==> src/rtl/assert_macros.svh <==
`ifndef ASSERT_MACROS_SVH
`define ASSERT_MACROS_SVH

// Assertion helpers shared by the smoother RTL.
// Both check on the rising clock edge and stay quiet while reset is low.

// Same-cycle implication: cons must hold whenever ante holds.
`define ASSERT_IMP(label, clk, rst_n, ante, cons) \
    label: assert property (@(posedge clk) disable iff (!rst_n) (ante) |-> (cons)) \
        else $error("assertion failed: same-cycle implication");

// Next-cycle implication: cons must hold in the cycle after ante holds.
`define ASSERT_NEXT(label, clk, rst_n, ante, cons) \
    label: assert property (@(posedge clk) disable iff (!rst_n) (ante) |=> (cons)) \
        else $error("assertion failed: next-cycle implication");

`endif

==> src/rtl/hls_pkg.sv <==
package hls_pkg;

    // Widths of the fixed-point datapath.
    localparam int unsigned QW     = 56;  // Q39.16 level and trend
    localparam int unsigned GW     = 17;  // Q1.16 weights, 65536 means 1.0
    localparam int unsigned SW     = 32;  // integer sample
    localparam int unsigned FRAC   = 16;  // fraction bits of level, trend and weights
    localparam int unsigned CFG_AW = 3;   // byte address of the two config registers

    // Unity weight.
    localparam logic [GW-1:0] Q_ONE = GW'(65536);

    // Configuration register indexes, at byte address 4 * index.
    typedef enum logic {
        REG_LEVEL_GAIN = 1'b0,
        REG_TREND_GAIN = 1'b1
    } t_gain_reg;

    // Smoothing weights as held by the configuration block.
    typedef struct packed {
        logic [GW-1:0] level_gain;
        logic [GW-1:0] trend_gain;
    } t_gains;

    // Request into the shared weighting unit.
    typedef struct packed {
        logic                 go;
        logic signed [QW-1:0] opnd;
        logic [GW-1:0]        gain;
    } t_weigh_req;

    // Response from the shared weighting unit.
    typedef struct packed {
        logic               done;
        logic signed [QW:0] value;
    } t_weigh_rsp;

endpackage

==> src/rtl/hls_cfg.sv <==
module hls_cfg
    import hls_pkg::*;
(
    input  logic              i_clk,
    input  logic              i_rst_n,
    input  logic              psel,
    input  logic              penable,
    input  logic              pwrite,
    input  logic [CFG_AW-1:0] paddr,
    input  logic [31:0]       pwdata,
    output logic [31:0]       prdata,
    output logic              pready,
    output t_gains            o_gains
);

    localparam logic [GW-1:0] GAIN_RESET = GW'(32768);

    logic [GW-1:0] r_level_gain;
    logic [GW-1:0] r_trend_gain;
    logic [GW-1:0] w_wval;
    logic          w_wr;
    t_gain_reg     w_idx;

    // Weights above one are taken as one.
    assign w_wval = (pwdata[GW-1:0] > Q_ONE) ? Q_ONE : pwdata[GW-1:0];
    assign w_wr   = psel && penable && pwrite;
    assign w_idx  = t_gain_reg'(paddr[CFG_AW-1]);
    assign pready = 1'b1;

    // Register writes complete in the access phase.
    always_ff @(posedge i_clk) begin
        if (!i_rst_n) begin
            r_level_gain <= GAIN_RESET;
            r_trend_gain <= GAIN_RESET;
        end else if (w_wr) begin
            unique case (w_idx)
                REG_LEVEL_GAIN: r_level_gain <= w_wval;
                REG_TREND_GAIN: r_trend_gain <= w_wval;
                default:        r_level_gain <= r_level_gain;
            endcase
        end
    end

    // Read-back of the stored weights.
    always_comb begin
        unique case (w_idx)
            REG_LEVEL_GAIN: prdata = 32'(r_level_gain);
            REG_TREND_GAIN: prdata = 32'(r_trend_gain);
            default:        prdata = '0;
        endcase
    end

    assign o_gains.level_gain = r_level_gain;
    assign o_gains.trend_gain = r_trend_gain;

endmodule

==> src/rtl/hls_weigh.sv <==
`include "assert_macros.svh"

module hls_weigh
    import hls_pkg::*;
(
    input  logic       i_clk,
    input  logic       i_rst_n,
    input  t_weigh_req i_req,
    output t_weigh_rsp o_rsp
);

    // The magnitude is split into a fraction chunk and two integer chunks so that
    // a single 24 x 17 multiplier covers the whole 56-bit operand in three passes.
    localparam int unsigned CW    = 24;
    localparam int unsigned PW    = CW + GW;
    localparam int unsigned TOP_W = QW - FRAC - CW;
    localparam int unsigned ROUND = 1 << (FRAC - 1);

    typedef enum logic [2:0] {
        ST_IDLE,
        ST_LO,
        ST_MID,
        ST_TOP,
        ST_ADD,
        ST_DONE
    } t_state;

    t_state          r_state;
    logic            r_neg;
    logic [QW-1:0]   r_mag;
    logic [GW-1:0]   r_gain;
    logic [PW-1:0]   r_prod;
    logic [QW-1:0]   r_acc;
    logic [QW-1:0]   w_mag;
    logic [CW-1:0]   w_chunk;
    logic [PW-1:0]   w_prod;

    // Magnitude of the incoming operand.
    assign w_mag = i_req.opnd[QW-1] ? (~i_req.opnd + QW'(1)) : i_req.opnd;

    // Chunk of the magnitude that feeds the multiplier in each pass.
    always_comb begin
        case (r_state)
            ST_LO:   w_chunk = CW'(r_mag[FRAC-1:0]);
            ST_MID:  w_chunk = r_mag[FRAC+CW-1:FRAC];
            ST_TOP:  w_chunk = CW'(r_mag[FRAC+CW+TOP_W-1:FRAC+CW]);
            default: w_chunk = '0;
        endcase
    end

    assign w_prod = PW'(w_chunk) * PW'(r_gain);

    // Sequencer: multiply one chunk per cycle, accumulate the previous product.
    always_ff @(posedge i_clk) begin
        if (!i_rst_n) begin
            r_state <= ST_IDLE;
        end else begin
            unique case (r_state)
                ST_IDLE: begin
                    if (i_req.go) begin
                        r_neg   <= i_req.opnd[QW-1];
                        r_mag   <= w_mag;
                        r_gain  <= i_req.gain;
                        r_state <= ST_LO;
                    end
                end
                ST_LO: begin
                    r_prod  <= w_prod;
                    r_state <= ST_MID;
                end
                ST_MID: begin
                    // Fraction part, rounded to nearest with ties away from zero.
                    r_acc   <= QW'((r_prod + PW'(ROUND)) >> FRAC);
                    r_prod  <= w_prod;
                    r_state <= ST_TOP;
                end
                ST_TOP: begin
                    r_acc   <= r_acc + QW'(r_prod);
                    r_prod  <= w_prod;
                    r_state <= ST_ADD;
                end
                ST_ADD: begin
                    // The top chunk sits CW bits above the middle one in the integer part.
                    r_acc   <= r_acc + (QW'(r_prod) << CW);
                    r_state <= ST_DONE;
                end
                ST_DONE: begin
                    r_state <= ST_IDLE;
                end
                default: begin
                    r_state <= ST_IDLE;
                end
            endcase
        end
    end

    // The sign is applied back to the rounded magnitude.
    assign o_rsp.done  = (r_state == ST_DONE);
    assign o_rsp.value = r_neg ? -$signed({1'b0, r_acc}) : $signed({1'b0, r_acc});

    // A new request only arrives while the unit is free.
    `ASSERT_IMP(a_go_when_idle, i_clk, i_rst_n, i_req.go, r_state == ST_IDLE)
    // Completion is a single-cycle pulse.
    `ASSERT_NEXT(a_done_pulse, i_clk, i_rst_n, o_rsp.done, !o_rsp.done)

endmodule

==> src/rtl/holt_linear_smoother.sv <==
// Holt linear smoother: takes integer samples grouped into series by start and end
// marks and tracks a level and a trend in signed Q39.16, saturated to that range.
// The first sample of a series loads both level and trend with the sample; every
// other sample updates level = a*x + (1-a)*(level+trend), then
// trend = b*(new level - level) + (1-b)*trend, with a and b the Q1.16 weights
// written over the APB port (register 0 at address 0, register 1 at address 4,
// values above 65536 taken as 65536). A result with the final level and trend is
// produced on the sample that carries the end mark. A start sample goes straight
// to the final step; any other sample takes four passes through the single
// shared weighting unit, each pass three multiplies on one 24 x 17 multiplier
// plus rounding and sign handling. A result waits in an output register; the block
// still takes the next sample, and only holds before delivering another result
// while the previous one has not been taken.

`include "assert_macros.svh"

module holt_linear_smoother
    import hls_pkg::*;
(
    input  logic                 i_clk,
    input  logic                 i_rst_n,
    input  logic                 psel,
    input  logic                 penable,
    input  logic                 pwrite,
    input  logic [CFG_AW-1:0]    paddr,
    input  logic [31:0]          pwdata,
    output logic [31:0]          prdata,
    output logic                 pready,
    input  logic                 i_in_valid,
    output logic                 o_in_ready,
    input  logic signed [SW-1:0] i_sample,
    input  logic                 i_series_start,
    input  logic                 i_series_end,
    output logic                 o_out_valid,
    input  logic                 i_out_ready,
    output logic signed [QW-1:0] o_final_level,
    output logic signed [QW-1:0] o_final_trend
);

    typedef enum logic [2:0] {
        S_IDLE,
        S_W1,
        S_W2,
        S_DIFF,
        S_W3,
        S_W4,
        S_FIN
    } t_state;

    t_state               r_state;
    logic signed [QW-1:0] r_level;
    logic signed [QW-1:0] r_trend;
    logic signed [QW-1:0] r_sum;
    logic signed [QW-1:0] r_nl;
    logic signed [QW:0]   r_w;
    logic signed [QW-1:0] r_opnd;
    logic [GW-1:0]        r_gain;
    logic                 r_go;
    logic                 r_end;
    logic                 r_out_valid;
    logic signed [QW-1:0] r_out_level;
    logic signed [QW-1:0] r_out_trend;
    logic                 n_go;
    logic                 n_out_valid;
    logic                 w_load;
    logic                 w_start_xfer;
    logic                 w_in_wait;
    logic signed [QW-1:0] w_x;
    t_gains               w_gains;
    t_weigh_req           w_req;
    t_weigh_rsp           w_rsp;

    // Saturate a two-bit-wider sum to Q39.16.
    function automatic logic signed [QW-1:0] f_sat(input logic signed [QW+1:0] v);
        logic signed [QW-1:0] res;
        if (v[QW+1:QW-1] == 3'b000 || v[QW+1:QW-1] == 3'b111) begin
            res = v[QW-1:0];
        end else if (v[QW+1]) begin
            res = {1'b1, {(QW-1){1'b0}}};
        end else begin
            res = {1'b0, {(QW-1){1'b1}}};
        end
        return res;
    endfunction

    hls_cfg u_cfg (
        .i_clk   (i_clk),
        .i_rst_n (i_rst_n),
        .psel    (psel),
        .penable (penable),
        .pwrite  (pwrite),
        .paddr   (paddr),
        .pwdata  (pwdata),
        .prdata  (prdata),
        .pready  (pready),
        .o_gains (w_gains)
    );

    assign w_req.go   = r_go;
    assign w_req.opnd = r_opnd;
    assign w_req.gain = r_gain;

    hls_weigh u_weigh (
        .i_clk   (i_clk),
        .i_rst_n (i_rst_n),
        .i_req   (w_req),
        .o_rsp   (w_rsp)
    );

    // Integer sample moved into Q39.16.
    assign w_x = {{(QW-SW-FRAC){i_sample[SW-1]}}, i_sample, FRAC'(0)};

    assign o_in_ready    = (r_state == S_IDLE);
    assign o_out_valid   = r_out_valid;
    assign o_final_level = r_out_level;
    assign o_final_trend = r_out_trend;

    // A request goes to the weighting unit when each weighted term is ready to start.
    assign n_go = (r_state == S_IDLE && i_in_valid && !i_series_start) ||
                  (r_state == S_W1 && w_rsp.done) ||
                  (r_state == S_DIFF) ||
                  (r_state == S_W3 && w_rsp.done);

    // The output register is loaded at the end of a series once it is free or draining.
    assign w_load      = (r_state == S_FIN) && r_end && (!r_out_valid || i_out_ready);
    assign n_out_valid = w_load || (r_out_valid && !i_out_ready);

    // Sequencer over the four weighted terms of one update.
    always_ff @(posedge i_clk) begin
        if (!i_rst_n) begin
            r_state     <= S_IDLE;
            r_level     <= '0;
            r_trend     <= '0;
            r_go        <= 1'b0;
            r_out_valid <= 1'b0;
        end else begin
            r_go        <= n_go;
            r_out_valid <= n_out_valid;
            unique case (r_state)
                S_IDLE: begin
                    if (i_in_valid) begin
                        r_end <= i_series_end;
                        if (i_series_start) begin
                            r_level <= w_x;
                            r_trend <= w_x;
                            r_state <= S_FIN;
                        end else begin
                            r_sum   <= f_sat((QW+2)'(r_level) + (QW+2)'(r_trend));
                            r_opnd  <= w_x;
                            r_gain  <= w_gains.level_gain;
                            r_state <= S_W1;
                        end
                    end
                end
                S_W1: begin
                    if (w_rsp.done) begin
                        r_w     <= w_rsp.value;
                        r_opnd  <= r_sum;
                        r_gain  <= Q_ONE - w_gains.level_gain;
                        r_state <= S_W2;
                    end
                end
                S_W2: begin
                    if (w_rsp.done) begin
                        r_nl    <= f_sat((QW+2)'(r_w) + (QW+2)'(w_rsp.value));
                        r_state <= S_DIFF;
                    end
                end
                S_DIFF: begin
                    r_opnd  <= f_sat((QW+2)'(r_nl) - (QW+2)'(r_level));
                    r_gain  <= w_gains.trend_gain;
                    r_state <= S_W3;
                end
                S_W3: begin
                    if (w_rsp.done) begin
                        r_w     <= w_rsp.value;
                        r_opnd  <= r_trend;
                        r_gain  <= Q_ONE - w_gains.trend_gain;
                        r_state <= S_W4;
                    end
                end
                S_W4: begin
                    if (w_rsp.done) begin
                        r_level <= r_nl;
                        r_trend <= f_sat((QW+2)'(r_w) + (QW+2)'(w_rsp.value));
                        r_state <= S_FIN;
                    end
                end
                S_FIN: begin
                    // Load the output register once it is free or being drained.
                    if (!r_end) begin
                        r_state <= S_IDLE;
                    end else if (w_load) begin
                        r_out_level <= r_level;
                        r_out_trend <= r_trend;
                        r_state     <= S_IDLE;
                    end
                end
                default: begin
                    r_state <= S_IDLE;
                end
            endcase
        end
    end

    assign w_start_xfer = i_in_valid && o_in_ready && i_series_start;
    assign w_in_wait    = (r_state == S_W1) || (r_state == S_W2) ||
                          (r_state == S_W3) || (r_state == S_W4);

    // A start sample loads level and trend with the same value in one step.
    `ASSERT_NEXT(a_start_load, i_clk, i_rst_n, w_start_xfer, r_state == S_FIN && r_level == r_trend)
    // Requests to the weighting unit are only issued while waiting on it.
    `ASSERT_IMP(a_go_in_wait, i_clk, i_rst_n, r_go, w_in_wait)

endmodule

==> config.mk <==
export PLATFORM = sky130hd
export DESIGN_NAME = holt_linear_smoother
export DESIGN_NICKNAME = d
export VERILOG_FILES = /design/src/rtl/hls_pkg.sv /design/src/rtl/hls_cfg.sv /design/src/rtl/hls_weigh.sv /design/src/rtl/holt_linear_smoother.sv
export VERILOG_INCLUDE_DIRS = /design/src /design/src/rtl
export SDC_FILE = /design/constraint.sdc
export NUM_CORES = 2
export LEC_CHECK = 0
export ABC_AREA = 1
export BUFFER_PORTS_ARGS = -buffer_cell sky130_fd_sc_hd__clkbuf_2
export CORE_ASPECT_RATIO = 0.75
export CORE_MARGIN = 10
export CORE_UTILIZATION = 35
export CTS_BUF_LIST = sky130_fd_sc_hd__clkbuf_4 sky130_fd_sc_hd__clkbuf_8 sky130_fd_sc_hd__clkbuf_16
export DETAILED_ROUTE_END_ITERATION = 8
export PLACE_DENSITY = 0.58
export SLEW_MARGIN = 5
export SYNTH_ARGS = -nofsm -noshare
export SYNTH_HDL_FRONTEND = slang
export SYNTH_SLANG_ARGS = --single-unit
==> constraint.sdc <==
create_clock -name i_clk -period 17.5 [get_ports i_clk]
set_input_delay 0.875 -clock i_clk [delete_from_list [all_inputs] [get_ports i_clk]]
set_output_delay 0.875 -clock i_clk [all_outputs]
set_load 0.05 [all_outputs]
==> impl.org <==
** Setup path
- Reg2reg end :: u_weigh.r_prod[30]
- Critical Path End Type :: register
- The number of buffers and inverters on the critical path is 6.
- Data arrives at the worst endpoint at 8.52 ns.
- For the worst flop-to-flop path, the logic depth is 25.
- STA classifies the critical path startpoint as a register.
- Along the worst path, the maximum fanout reaches 17.
- Family with the most delay on the worst path :: adder cells
- For the worst setup path, the data required time is 17.93 ns.
- For this run, the slowest stage of the critical path takes 0.80 ns.
- CP max stage cell :: sky130_fd_sc_hd__nand3_1
- The critical path in this run is classified as reg -> reg.
- R2R Path Start :: u_weigh.r_state[1]
- Worst reg2reg setup slack :: 9.42 ns

** Pwr
- For this design the static power due to leakage is 29.3 nW.
- Maximum ir drop on the vdd rail :: 0.198 mV
- Overall power consumption after layout is estimated at 10.8 mW.
- Power spread over the standard cell area amounts to 166 nW/um2.

** Run status
- Run status :: finished clean

** STA
- The final-report hold violation count was 0.
- Fmax achieved :: 0.124 GHz
- In the post-route analysis, the smallest setup slack over all paths is 9.42 ns.
- Worst-case hold slack :: 0.352 ns
- Total negative slack for setup checks :: 0 ns
- The number of pins with negative max-slew slack in the final report came to 0.
- At the pin with the least slew margin, the transition time is 1.20 ns.
- Clock skew on the completed layout was measured at approximately 0.045 ns.
- Measured against its own limit, the worst slew margin works out to 0.202.
- Minimum period implied by the final worst setup slack :: 8.08 ns
- Final count of negative-setup-slack endpoints :: 0
- Setup repair after global routing left no endpoint under its margin.
- Dividing the final minimum period by the clock period gives 0.462.

** Clock tree
- Post-CTS repair timing setup buffer count :: 0
- Buffer cell driving the clock tree root :: sky130_fd_sc_hd__clkbuf_16
- Clock buffer count from CTS :: 75
- Hold-fix buffer count after cts :: 0
- The longest clock path from root to sink contains 3 buffers.
- Clock-pin slew was measured on the worst setup and hold paths at 0.07 ns.
- TritonCTS built the clock tree.
- # H-tree levels :: 3
- At the later pin of the worst-skew pair, clock insertion delay measures 0.71 ns.
- CTS sink count :: 680
- Number of gates given a new drive strength after cts :: 0

** Floorplan
- Floorplan Core Area :: 170000 um2
- Die Area :: ~190000 um2
- Count of boundary I/O pins :: 223
- Horiz. Die Dim :: 496 um
- From bottom edge to top edge, the die measures about 380 um.
- For this configuration, the core starts out at a cell density of 0.351.
- Site row count :: approximately 130

** Synth
- Sequential cell area fraction in the yosys report :: 0.317
- In this run the cell area of the synthesized design comes to a little under 60000 um2.
- Fraction of registers with async set/reset :: 0
- Top FF cell, synth :: sky130_fd_sc_hd__edfxtp_1
- Total of warnings raised by yosys :: 0
- Synthesized flop and latch total :: 680
- After technology mapping, the gate count stands at 7831.
- Number of enable-type register cells in the synthesized netlist :: between 500 and 600
- Of all cell types, the one taking the most synthesized area is sky130_fd_sc_hd__edfxtp_1.
- Distinct cells, synth :: 65
- Leading post-synthesis cells by cell area :: sky130_fd_sc_hd__edfxtp_1, sky130_fd_sc_hd__nand2_1, sky130_fd_sc_hd__fa_1
- Average size of a mapped cell :: between 7 and 8 um2
- Portion of synthesized cell area occupied by the leading cell type :: 0.265

** Global routing
- Wire length of the first global-routing pass :: 339000 um
- Entering global routing, the biggest net connects 75 pins.
- Antenna violations before repair :: 11
- Vias in the first global route :: 52300
- Total routing resource utilization after global routing :: 0.237
- Total gr overflow :: 0

** Min path
- The worst hold path terminates at r_end.
- Type of the tightest min-delay check :: in -> reg
- The startpoint identified for the worst hold timing path is i_series_end.
- Number of instances on the worst hold path :: 1

** Drt
- Number of detailed-routing iterations run before antenna repair :: 6
- After detailed routing, the number of vias per cell comes to ~5.3.
- DRC violation count after routing :: 0
- Dividing the detail-routed wire length by the instance count gives around 22 um.
- In this run the remaining antenna-violating nets after routing total 0.
- Across all layers, the routed design uses 54400 vias.
- DRC violation total after the first TritonRoute iteration :: 5681
- Routed wire length :: 228000 um

** Place
- Global placement routability congestion :: 1.02
- OpenSTA, run right after detailed placement, puts the worst setup slack at about 9.4 ns.
- Quantity of I/O buffers inserted on ports :: about 190
- Placed Instance Area :: around 63000 um2
- Summed over all nets, the half-perimeter wirelength after detailed placement is 184000 um.
- Instance count after placement with tap cells included :: 10100

** Finish
- Post-layout instance count excluding filler cells :: 10300
- For this run, the share of the core covered by cells in the final layout is 0.386.
- Fraction of layout instances using a drive strength above 1 :: 0.0626
- With fillers left out, the area of the finished cells amounts to ~65000 um2.
- Final Net Count :: 8722
- The library cell used most frequently in the layout, excluding fill and tap cells, is sky130_fd_sc_hd__nand2_1.
- The top cell types in the final layout, fill and taps aside, are sky130_fd_sc_hd__nand2_1, sky130_fd_sc_hd__inv_1, sky130_fd_sc_hd__nor2_1, sky130_fd_sc_hd__edfxtp_1, sky130_fd_sc_hd__a21oi_1.
- From synthesis to final layout, the design area changed by 9.95%.

** Run
- Max-capacitance violation count :: 0
## worst reg2reg max path: stages, from the launching register on
cell and delay [ns]:
sky130_fd_sc_hd__dfxtp_1 0.40, sky130_fd_sc_hd__inv_1 0.06, sky130_fd_sc_hd__nor2_1 0.12, sky130_fd_sc_hd__inv_1 0.15, sky130_fd_sc_hd__nor2_2 0.65, sky130_fd_sc_hd__nand2_1 0.13, sky130_fd_sc_hd__nand3_1 0.80, sky130_fd_sc_hd__nand2_1 0.21
sky130_fd_sc_hd__fa_1 0.58, sky130_fd_sc_hd__inv_1 0.05, sky130_fd_sc_hd__fa_1 0.52, sky130_fd_sc_hd__fa_1 0.45, sky130_fd_sc_hd__fa_1 0.55, sky130_fd_sc_hd__fa_1 0.58, sky130_fd_sc_hd__inv_1 0.07, sky130_fd_sc_hd__fa_1 0.53
sky130_fd_sc_hd__inv_1 0.04, sky130_fd_sc_hd__ha_1 0.36, sky130_fd_sc_hd__nand2_1 0.14, sky130_fd_sc_hd__nor2_1 0.12, sky130_fd_sc_hd__inv_1 0.06, sky130_fd_sc_hd__nor3_1 0.24, sky130_fd_sc_hd__a21oi_1 0.15, sky130_fd_sc_hd__o21ai_0 0.50
sky130_fd_sc_hd__a31oi_1 0.20, sky130_fd_sc_hd__xnor2_1 0.19
## how the worst max path moves through the flow
stage / start / to / slack, ns / cells after the start
6_report: u_weigh.r_state[1] / u_weigh.r_prod[30] / 9.42 / 25
5_1_grt: u_weigh.r_state[1] / u_weigh.r_prod[30] / 8.91 / 27
4_1_cts: u_weigh.r_state[1] / u_weigh.r_prod[24] / 9.35 / 26
3_5_place_dp: u_weigh.r_state[1] / u_weigh.r_prod[24] / 9.37 / 26
3_3_place_gp: u_weigh.r_state[1] / u_weigh.r_prod[30] / 9.46 / 25
2_1_floorplan: i_rst_n / o_final_level[0] / 8.06 / 3
## registers in the layout, indices dropped and copies added (netlist names), 3 cells and up
name and cells:
o_final_level 56, r_state 3, r_nl 56, u_weigh.r_state 3, u_weigh.r_acc 56, r_gain 17
r_trend 56, u_weigh.r_mag 56, u_cfg.r_trend_gain 17, r_opnd 56, r_level 56, u_weigh.r_prod 41
u_cfg.r_level_gain 17, r_sum 56, u_weigh.r_gain 17, r_w 57, o_final_trend 56
## cell families after synthesis
family	after synthesis	share of synthesized area
adder cells (fa/ha/maj)	694	0.188
XOR/XNOR	321	0.0472
AND/OR/NAND/NOR	3362	0.232
flip-flops	680	0.317
other	2	0.000126
AO/OA/AOI/OAI	1275	0.119
buffers and inverters	1497	0.0974
## synthesized netlist by cell type (all sizes together) (5+ instances only)
master and n:
a211oi 7, a21boi 16, a21o 38, a21oi 523, a221oi 8, a22oi 25
a31oi 94, and2 7, and3 12, buf 68, clkbuf 149, dfxtp 154
edfxtp 526, fa 334, ha 360, inv 1278, nand2 2012, nand3 334
nand3b 12, nand4 86, nor2 744, nor3 93, nor4 33, o2111ai 5
o211ai 7, o21a 18, o21ai 459, o21bai 39, o22ai 15, o31ai 9
or2 25, xnor2 128, xor2 193
## where the power goes
group	internal, mW	total, mW	switching (mW)
sequential	2.16	2.48	0.311
combinational	2.15	6.69	4.54
clock	0.929	1.68	0.748
total	5.24	10.8	5.60
## cell type report
class / instances / area (um2)
fill: 17700 / 104000
multi-input combinational: 5668 / 35000
sequential: 680 / 18900
inverter: 1280 / 4810
tap: 2261 / 2830
clock buffer: 93 / 2070
timing repair buffer: 247 / 1380
clock inverter: 46 / 474
antenna: 4 / 10.0
## per-layer routing
layer  global-route usage  vias up  part of all wire
met5                    0        -           0.00012
met4               0.0713        4             0.034
li1                     -    25500                 -
met1                0.351    26400              0.47
met3               0.0395      329             0.079
met2                0.350     2113              0.42
Power figures use the tool's default switching activity.
